`src/rtl/lstg_pkg.sv`:
```
`default_nettype none
package lstg_pkg;

   localparam int unsigned MaxChannelDefault = 125;
   localparam int unsigned MaxSlotsDefault   = 6;

   localparam int unsigned CsrIndexW = 3;
   localparam int unsigned CsrDataW  = 32;

   localparam logic [CsrIndexW-1:0] CSR_PPS      = 3'd0;
   localparam logic [CsrIndexW-1:0] CSR_DURATION = 3'd1;
   localparam logic [CsrIndexW-1:0] CSR_CHANNEL  = 3'd2;
   localparam logic [CsrIndexW-1:0] CSR_RATE     = 3'd3;
   localparam logic [CsrIndexW-1:0] CSR_SEED     = 3'd4;

   localparam logic [1:0] CMD_TICK  = 2'd0;
   localparam logic [1:0] CMD_START = 2'd1;
   localparam logic [1:0] CMD_STOP  = 2'd2;

   typedef struct packed {
      logic [1:0]  command;
      logic [63:0] now_ms;
      logic [7:0]  energy;
      logic        replay_busy;
   } req_type;

   typedef struct packed {
      logic        dropped;
      logic [31:0] sequence_res;
      logic [3:0]  latency_ms;
      logic [6:0]  packet_channel;
      logic [1:0]  packet_rate;
      logic [63:0] timestamp_ms;
      logic [31:0] received_total;
      logic [31:0] lost_total;
      logic [3:0]  latency_mean;
      logic [3:0]  latency_peak;
      logic        last;
   } rsp_type;

   function automatic logic [7:0] drop_limit(input logic [7:0] e);
      logic [7:0] lim;
      if (e >= 8'd220)      lim = 8'd204;
      else if (e >= 8'd200) lim = 8'd153;
      else if (e >= 8'd180) lim = 8'd102;
      else if (e >= 8'd160) lim = 8'd64;
      else if (e >= 8'd120) lim = 8'd30;
      else                  lim = 8'd12;
      return lim;
   endfunction

   function automatic logic [31:0] xorshift32(input logic [31:0] s);
      logic [31:0] a;
      logic [31:0] b;
      a = s ^ (s << 13);
      b = a ^ (a >> 17);
      return b ^ (b << 5);
   endfunction

endpackage
`default_nettype wire

```
`src/rtl/link_stress_traffic_generator.sv`:
```
`default_nettype none
// Link stress traffic generator. Commands (start, stop, tick) arrive one at a
// time on req; a tick emits up to MAX_SLOTS_PER_TICK slot results on rsp, the
// final one flagged by last. req_ready is high only while the block is idle.
// Start, stop and ignored ticks are handled in S_IDLE. An active tick first runs
// a 10-step radix-2 division for the slot interval (1000/pps, pps clamped to
// 1..1000), then each slot is drawn in S_SLOT, runs the running-mean division
// when the slot is delivered after the first delivery, and waits in S_OUT for
// rsp_ready. Both divisions use the single shared restoring divider.
module link_stress_traffic_generator
   import lstg_pkg::*;
#(
   parameter int unsigned MAX_CHANNEL        = MaxChannelDefault,
   parameter int unsigned MAX_SLOTS_PER_TICK = MaxSlotsDefault
) (
   input  wire logic                 clock,
   input  wire logic                 reset,
   input  wire logic                 req_valid,
   output      logic                 req_ready,
   input  wire req_type              req_data,
   output      logic                 rsp_valid,
   input  wire logic                 rsp_ready,
   output      rsp_type              rsp_data,
   input  wire logic                 csr_write,
   input  wire logic [CsrIndexW-1:0] csr_index,
   input  wire logic [CsrDataW-1:0]  csr_data
);

   localparam int unsigned SlotW   = $clog2(MAX_SLOTS_PER_TICK + 1);
   localparam int unsigned DivW    = 10;
   localparam int unsigned DivCntW = $clog2(DivW + 1);

   typedef enum logic [2:0] {
      S_IDLE, S_INTDIV, S_CHECK, S_SLOT, S_MEANDIV, S_OUT
   } state_type;

   state_type state_ff, state_in;

   logic [9:0]  pps_ff, pps_in;
   logic [31:0] dur_ff, dur_in;
   logic [6:0]  chan_ff, chan_in;
   logic [1:0]  rate_ff, rate_in;
   logic [31:0] rng_ff, rng_in;

   logic        running_ff, running_in;
   logic [63:0] start_ff, start_in;
   logic [63:0] next_ff, next_in;
   logic [31:0] sent_ff, sent_in;
   logic [31:0] recv_ff, recv_in;
   logic [31:0] lost_ff, lost_in;
   logic [3:0]  mean_ff, mean_in;
   logic [3:0]  peak_ff, peak_in;

   logic [63:0] now_ff, now_in;
   logic [7:0]  energy_ff, energy_in;
   logic [9:0]  interval_ff, interval_in;
   logic [SlotW-1:0] n_ff, n_in;
   logic        drop_ff, drop_in;
   logic [3:0]  lat_ff, lat_in;
   logic        neg_ff, neg_in;

   // shared restoring divider
   logic [31:0] rem_ff, rem_in;
   logic [DivW-1:0] dvd_ff, dvd_in;
   logic [31:0] dsr_ff, dsr_in;
   logic [DivCntW-1:0] cnt_ff, cnt_in;
   logic [32:0] trial;
   logic        trial_ge;
   logic [31:0] rem_step;
   logic [DivW-1:0] dvd_step;

   logic [9:0]  pps_clamp;
   logic [6:0]  chan_sat;
   logic        slot_due;
   logic        more_due;
   logic        is_last;
   logic [31:0] x;
   logic        drop_now;
   logic [3:0]  lat_now;
   logic [31:0] recv_next;
   logic signed [4:0] diff;
   logic [3:0]  diff_mag;
   logic [3:0]  q_mag;
   logic [3:0]  q_signed;
   logic [SlotW:0] n_plus;

   always_comb begin
      trial    = {rem_ff, dvd_ff[DivW-1]} - {1'b0, dsr_ff};
      trial_ge = !trial[32];
      rem_step = trial_ge ? trial[31:0] : {rem_ff[30:0], dvd_ff[DivW-1]};
      dvd_step = {dvd_ff[DivW-2:0], trial_ge};
   end

   always_comb begin
      if (pps_ff == 10'd0)         pps_clamp = 10'd1;
      else if (pps_ff > 10'd1000)  pps_clamp = 10'd1000;
      else                         pps_clamp = pps_ff;
      if ({1'b0, chan_ff} > 8'(MAX_CHANNEL)) chan_sat = 7'(MAX_CHANNEL);
      else                                   chan_sat = chan_ff;
   end

   assign slot_due = (next_ff != 64'd0) && (now_ff >= next_ff);
   assign n_plus   = {1'b0, n_ff} + (SlotW+1)'(1);
   assign more_due = (n_plus < (SlotW+1)'(MAX_SLOTS_PER_TICK)) && slot_due;
   assign is_last  = !more_due;

   always_comb begin
      x         = xorshift32(rng_ff);
      drop_now  = x[7:0] < drop_limit(energy_ff);
      lat_now   = 4'd1 + {2'b00, energy_ff[7:6]} + {1'b0, x[2:0]};
      recv_next = recv_ff + 32'd1;
      diff      = $signed({1'b0, lat_now}) - $signed({1'b0, mean_ff});
      diff_mag  = diff[4] ? 4'(-diff) : diff[3:0];
      q_mag     = dvd_step[3:0];
      q_signed  = neg_ff ? 4'(-q_mag) : q_mag;
   end

   always_comb begin
      state_in    = state_ff;
      pps_in      = pps_ff;
      dur_in      = dur_ff;
      chan_in     = chan_ff;
      rate_in     = rate_ff;
      rng_in      = rng_ff;
      running_in  = running_ff;
      start_in    = start_ff;
      next_in     = next_ff;
      sent_in     = sent_ff;
      recv_in     = recv_ff;
      lost_in     = lost_ff;
      mean_in     = mean_ff;
      peak_in     = peak_ff;
      now_in      = now_ff;
      energy_in   = energy_ff;
      interval_in = interval_ff;
      n_in        = n_ff;
      drop_in     = drop_ff;
      lat_in      = lat_ff;
      neg_in      = neg_ff;
      rem_in      = rem_ff;
      dvd_in      = dvd_ff;
      dsr_in      = dsr_ff;
      cnt_in      = cnt_ff;

      if (csr_write) begin
         case (csr_index)
            CSR_PPS:      pps_in  = csr_data[9:0];
            CSR_DURATION: dur_in  = csr_data;
            CSR_CHANNEL:  chan_in = csr_data[6:0];
            CSR_RATE:     rate_in = csr_data[1:0];
            CSR_SEED:     rng_in  = csr_data;
            default: ;
         endcase
      end

      case (state_ff)
         S_IDLE: begin
            if (req_valid) begin
               now_in    = req_data.now_ms;
               energy_in = req_data.energy;
               n_in      = '0;
               case (req_data.command)
                  CMD_START: begin
                     running_in = 1'b1;
                     start_in   = req_data.now_ms;
                     next_in    = req_data.now_ms;
                     sent_in    = '0;
                     recv_in    = '0;
                     lost_in    = '0;
                     mean_in    = '0;
                     peak_in    = '0;
                  end
                  CMD_STOP: begin
                     running_in = 1'b0;
                     next_in    = '0;
                  end
                  CMD_TICK: begin
                     if (!req_data.replay_busy && running_ff) begin
                        if (start_ff == 64'd0) begin
                           running_in = 1'b1;
                           start_in   = req_data.now_ms;
                           next_in    = req_data.now_ms;
                           sent_in    = '0;
                           recv_in    = '0;
                           lost_in    = '0;
                           mean_in    = '0;
                           peak_in    = '0;
                        end else if (dur_ff != 32'd0 && req_data.now_ms > start_ff &&
                                     (req_data.now_ms - start_ff) >= {32'd0, dur_ff}) begin
                           running_in = 1'b0;
                           next_in    = '0;
                        end else begin
                           rem_in   = '0;
                           dvd_in   = 10'd1000;
                           dsr_in   = {22'd0, pps_clamp};
                           cnt_in   = DivCntW'(DivW);
                           state_in = S_INTDIV;
                        end
                     end
                  end
                  default: ;
               endcase
            end
         end
         S_INTDIV: begin
            rem_in = rem_step;
            dvd_in = dvd_step;
            cnt_in = cnt_ff - DivCntW'(1);
            if (cnt_ff == DivCntW'(1)) begin
               interval_in = (dvd_step == '0) ? 10'd1 : dvd_step;
               state_in    = S_CHECK;
            end
         end
         S_CHECK: begin
            state_in = slot_due ? S_SLOT : S_IDLE;
         end
         S_SLOT: begin
            next_in = next_ff + {54'd0, interval_ff};
            sent_in = sent_ff + 32'd1;
            rng_in  = x;
            drop_in = drop_now;
            state_in = S_OUT;
            if (drop_now) begin
               lat_in  = '0;
               lost_in = lost_ff + 32'd1;
            end else begin
               lat_in  = lat_now;
               recv_in = recv_next;
               if (lat_now > peak_ff) peak_in = lat_now;
               if (recv_next == 32'd1) begin
                  mean_in = lat_now;
               end else if (recv_next != 32'd0) begin
                  // quotient magnitude of |lat - mean| / recv
                  neg_in   = diff[4];
                  rem_in   = '0;
                  dvd_in   = {6'd0, diff_mag};
                  dsr_in   = recv_next;
                  cnt_in   = DivCntW'(DivW);
                  state_in = S_MEANDIV;
               end
            end
         end
         S_MEANDIV: begin
            rem_in = rem_step;
            dvd_in = dvd_step;
            cnt_in = cnt_ff - DivCntW'(1);
            if (cnt_ff == DivCntW'(1)) begin
               mean_in  = mean_ff + q_signed;
               state_in = S_OUT;
            end
         end
         S_OUT: begin
            if (rsp_ready) begin
               n_in     = n_plus[SlotW-1:0];
               state_in = is_last ? S_IDLE : S_SLOT;
            end
         end
         default: state_in = S_IDLE;
      endcase
   end

   always_ff @(posedge clock) begin
      if (reset) begin
         state_ff   <= S_IDLE;
         pps_ff     <= 10'd10;
         dur_ff     <= '0;
         chan_ff    <= '0;
         rate_ff    <= '0;
         rng_ff     <= 32'd1;
         running_ff <= 1'b0;
         start_ff   <= '0;
         next_ff    <= '0;
         sent_ff    <= '0;
         recv_ff    <= '0;
         lost_ff    <= '0;
         mean_ff    <= '0;
         peak_ff    <= '0;
         n_ff       <= '0;
         cnt_ff     <= '0;
      end else begin
         state_ff   <= state_in;
         pps_ff     <= pps_in;
         dur_ff     <= dur_in;
         chan_ff    <= chan_in;
         rate_ff    <= rate_in;
         rng_ff     <= rng_in;
         running_ff <= running_in;
         start_ff   <= start_in;
         next_ff    <= next_in;
         sent_ff    <= sent_in;
         recv_ff    <= recv_in;
         lost_ff    <= lost_in;
         mean_ff    <= mean_in;
         peak_ff    <= peak_in;
         n_ff       <= n_in;
         cnt_ff     <= cnt_in;
      end
      now_ff      <= now_in;
      energy_ff   <= energy_in;
      interval_ff <= interval_in;
      drop_ff     <= drop_in;
      lat_ff      <= lat_in;
      neg_ff      <= neg_in;
      rem_ff      <= rem_in;
      dvd_ff      <= dvd_in;
      dsr_ff      <= dsr_in;
   end

   assign req_ready = (state_ff == S_IDLE);
   assign rsp_valid = (state_ff == S_OUT);

   always_comb begin
      rsp_data.dropped        = drop_ff;
      rsp_data.sequence_res   = sent_ff;
      rsp_data.latency_ms     = lat_ff;
      rsp_data.packet_channel = chan_sat;
      rsp_data.packet_rate    = rate_ff;
      rsp_data.timestamp_ms   = now_ff;
      rsp_data.received_total = recv_ff;
      rsp_data.lost_total     = lost_ff;
      rsp_data.latency_mean   = mean_ff;
      rsp_data.latency_peak   = peak_ff;
      rsp_data.last           = is_last;
   end

   a_ready_excl: assert property (@(posedge clock) disable iff (reset)
      !(req_ready && rsp_valid))
      else $error("req_ready and rsp_valid both high");

   a_last_to_idle: assert property (@(posedge clock) disable iff (reset)
      (rsp_valid && rsp_ready && rsp_data.last) |=> req_ready)
      else $error("no return to idle after last transfer");

   a_slot_bound: assert property (@(posedge clock) disable iff (reset)
      rsp_valid |-> ({1'b0, n_ff} < (SlotW+1)'(MAX_SLOTS_PER_TICK)))
      else $error("too many slots in one tick");

   a_drop_lat: assert property (@(posedge clock) disable iff (reset)
      (rsp_valid && rsp_data.dropped) |-> (rsp_data.latency_ms == 4'd0))
      else $error("dropped slot carries latency");

endmodule
`default_nettype wire
```
`config.mk`:
```
export PLATFORM = sky130hd
export DESIGN_NAME = link_stress_traffic_generator
export DESIGN_NICKNAME = d
export VERILOG_FILES = /design/src/rtl/lstg_pkg.sv /design/src/rtl/link_stress_traffic_generator.sv
export SDC_FILE = /design/constraint.sdc
export NUM_CORES = 2
export LEC_CHECK = 0
export ABC_AREA = 0
export BUFFER_PORTS_ARGS = -buffer_cell sky130_fd_sc_hd__buf_2
export CAP_MARGIN = 20
export CELL_PAD_IN_SITES_DETAIL_PLACEMENT = 1
export CELL_PAD_IN_SITES_GLOBAL_PLACEMENT = 2
export CORE_MARGIN = 2
export CORE_UTILIZATION = 36
export DETAILED_ROUTE_END_ITERATION = 10
export PLACE_DENSITY_LB_ADDON = 0.1
export SLEW_MARGIN = 25
export SYNTH_ARGS = -nofsm -noshare
export SYNTH_HDL_FRONTEND = slang
export SYNTH_SLANG_ARGS = --single-unit
```
`constraint.sdc`:
```
create_clock -name clock -period 9 [get_ports clock]
set_input_delay 1.8 -clock clock [delete_from_list [all_inputs] [get_ports clock]]
set_output_delay 1.8 -clock clock [all_outputs]
set_load 0.05 [all_outputs]
```
==> results.yml <==
pwr:
  p_per_area_nw_per_um2: 208
  ir_worst_vdd_mv: 0.139
  switching_power_w: 0.00274
  power_switching_share_pct: 36.2
  power_w: 0.00756
  power_frac_seq_pct: 34.7
  p_comb_share_pct: 30.3
  p_leak_nw: 13.9
  pwr-share-clk_pct: 35.0
  intPower_w: 0.00482
sta:
  setup_viol: 0
  rsz0062_at_grt: "no"
  skew_ps: 33.2
  max_freq_mhz: 125
  worst_slack_ps: 1000
  min_period_ps: 8000
  worst_slew_pin_slew_ps: 1000
  period_share_pct: 88.8
  hold_viol: 0
  timing.setup.tns_ps: 0
  max-slew-margin-rel_pct: 33.0
  maxSlewViolCount: 0
clock_tree:
  cts-buffers-inserted: 61
  cts.sinks: 486
  clk-insertion-delay-late_ps: 660
  cts_tree: "yes"
  cts_resized: 0
  hold_buffers: 0
  ctsLongestPathBuffers: 3
  htree_levels: 2
  cts-root-buf: "clkbuf_16"
  clk_pin_slew_worst_paths_ps: 60
  cts_setup_buffers: 0
yosys:
  yosysTopAreaCell: "dfxtp_1"
  synth_cell_types: 89
  synthDominantCellAreaShare_pct: 20.6
  mappedNetlistArea_um2: 31600
  synth_cells: 3902
  synthTopCellsByCount: "nand2_1 (471), a21oi_1 (407), nor2_1 (369)"
  syn-num-nets: 4254
  ys_seq_area_share_pct: 35.9
  ys_top_cells_by_area: "dfxtp_1 (21%), edfxtp_1 (15%), ha_1 (9.1%), a21oi_1 (6.4%), nand2_1 (5.6%)"
  synthArstFlopShare_pct: 0
  synth_ff_type: "dfxtp_1"
  ys_warn_count: 0
  synth_seq_cells: 486
  syn_avg_cell_area_um2: 8.10
  synth_edf_count: 160
  synth.most_common_cell: "nand2_1"
die:
  die_w_um: 300
  initial_core_util_pct: 36.4
  io_pins: 300
  dieHeight_um: 300
  core-area_um2: 86900
  rows: 108
  die-area_um2: 90200
drt:
  dr.pass1.iters: 7
  avgViaCountPerCell: 5.48
  num_vias: 29074
  drtAntennaViolNets: 0
  drt_iter0_drc: 1739
  drc_errors: 0
  wire_per_inst_um: 22.4
  wl_um: 119000
setup_path:
  start_kind: "input port"
  cpPeakStageDelay_ps: 450
  critPathKind: "input port to register"
  crit_path_top_delay_cell: "buf_4"
  critPathMaxFanout: 46
  cp-end-kind: "register"
  crit_required_ps: 9570
  cp.arrival_ps: 8570
  timing.critical_path.buf_inv: 3
  crit_family: "compound AO/OA/AOI/OAI gates"
place:
  dp_slack_ps: 360
  placed_area_um2: 34100
  post-place-cells: 5186
  port_buffers: 297
  hpwlAfterDp_um: 90700
  gp_congestion: 0.900
global_route:
  grt_pass1_vias: 29428
  antenna_found_initial: 7
  grt_max_degree: 96
  grtUsageTotal_pct: 25.8
  grt_pass1_wl_um: 181000
  grt.overflow.total: 0
flow_run:
  maxCapViolations: 0
outcome:
  status: "finished, final reports clean"
final_layout:
  stdcell_count: 5303
  final_cell_area_um2: 36300
  drive_gt1_share_pct: 12.3
  syn2layout_area_growth_pct: 14.9
  fin_nets: 4446
min_path:
  min_path_type: "register to register"
-- per-layer routing --
metal  vias to the layer above  share of wire [%]  GRT usage [%]
met4                         8                2.2           5.90
met2                       625                 45           41.7
met1                     14106                 47           35.5
met3                       147                5.7           4.86
li1                      14188                  -              -
met5                         -              0.037              0
-- flip-flops by register name (all words and copies together) (netlist names), 4 cells and up --
name and count:
next_ff 64, now_ff 64, start_ff 64, dsr_ff 32
dur_ff 32, lost_ff 32, recv_ff 32, rem_ff 32
rng_ff 32, sent_ff 32, dvd_ff 10, interval_ff 10
pps_ff 10, chan_ff 7, energy_ff 6, cnt_ff 4
lat_ff 4, mean_ff 4, peak_ff 4
-- path summary, 6_finish.rpt --
check | startpoint | end | slack [ps] | cells after the start
hold / removal | dur_ff[7] | dur_ff[7] | 470 | 2
setup / recovery | req_data[9] | next_ff[29] | 1000 | 29
hold reg to reg | dur_ff[7] | dur_ff[7] | 470 | 2
setup reg to reg | start_ff[0] | next_ff[29] | 1960 | 27
-- metrics by stage --
step | util, % | hold WS, ps
6_report | 41.8 | 475
5_1_grt | 41.8 | 494
2_1_floorplan | - | 449
3_5_place_dp | 39.3 | 465
4_1_cts | 41.8 | 475
3_3_place_gp | 39.3 | 461
-- worst min-delay path, cell delays in order, from the launching register on --
cell and delay [ps]:
dfxtp_1 320, nand2_1 60, a21oi_1 50
-- logic make-up after synthesis --
| family | count (synthesis) | synth area share, % |
|---|---|---|
| AND/OR/NAND/NOR | 1425 | 21.2 |
| flip-flops | 486 | 35.9 |
| adder cells (fa/ha/maj) | 237 | 9.52 |
| AO/OA/AOI/OAI | 986 | 19.1 |
| multiplexers | 61 | 1.94 |
| buffers and inverters | 470 | 5.82 |
| XOR/XNOR | 237 | 6.61 |
-- power groups by stage --
stage | Sequential [W] | Combinational [W] | Clock, W
4_1_cts | 0.00262 | 0.00231 | 0.00271
3_3_place_gp | 0.00266 | 0.00227 | 0
5_1_grt | 0.00264 | 0.00254 | 0.00279
3_5_place_dp | 0.00267 | 0.00230 | 0
6_report | 0.00262 | 0.00229 | 0.00264
2_1_floorplan | 0.00275 | 0.00144 | 0
-- area by class of cell --
class | instances | area [µm²]
multi-input cells | 2946 | 18500
well taps | 1155 | 1450
clock buffers | 83 | 1770
inverters | 259 | 976
flip-flops and latches | 486 | 11300
repair buffers | 340 | 1870
fillers | 10459 | 50600
clock inverters | 33 | 379
diodes | 1 | 2.50
-- placed cells by master, fill, tap and decap left out, drive strengths merged, types with 26 or more instances in the layout --
master,n
nor4,80
a211oi,44
ha,231
nand2b,50
nand4,91
mux2i,60
buf,340
inv,262
dfxtp,326
nand2,471
nor2,369
nand3,99
a21oi,409
nor3,74
o21a,34
and3,40
o31ai,31
nor2b,26
or3,28
xor2,120
or2,35
edfxtp,160
xnor2,116
o21ai,215
clkbuf,83
a21o,72
a31oi,26
Power figures use the tool's default switching activity.
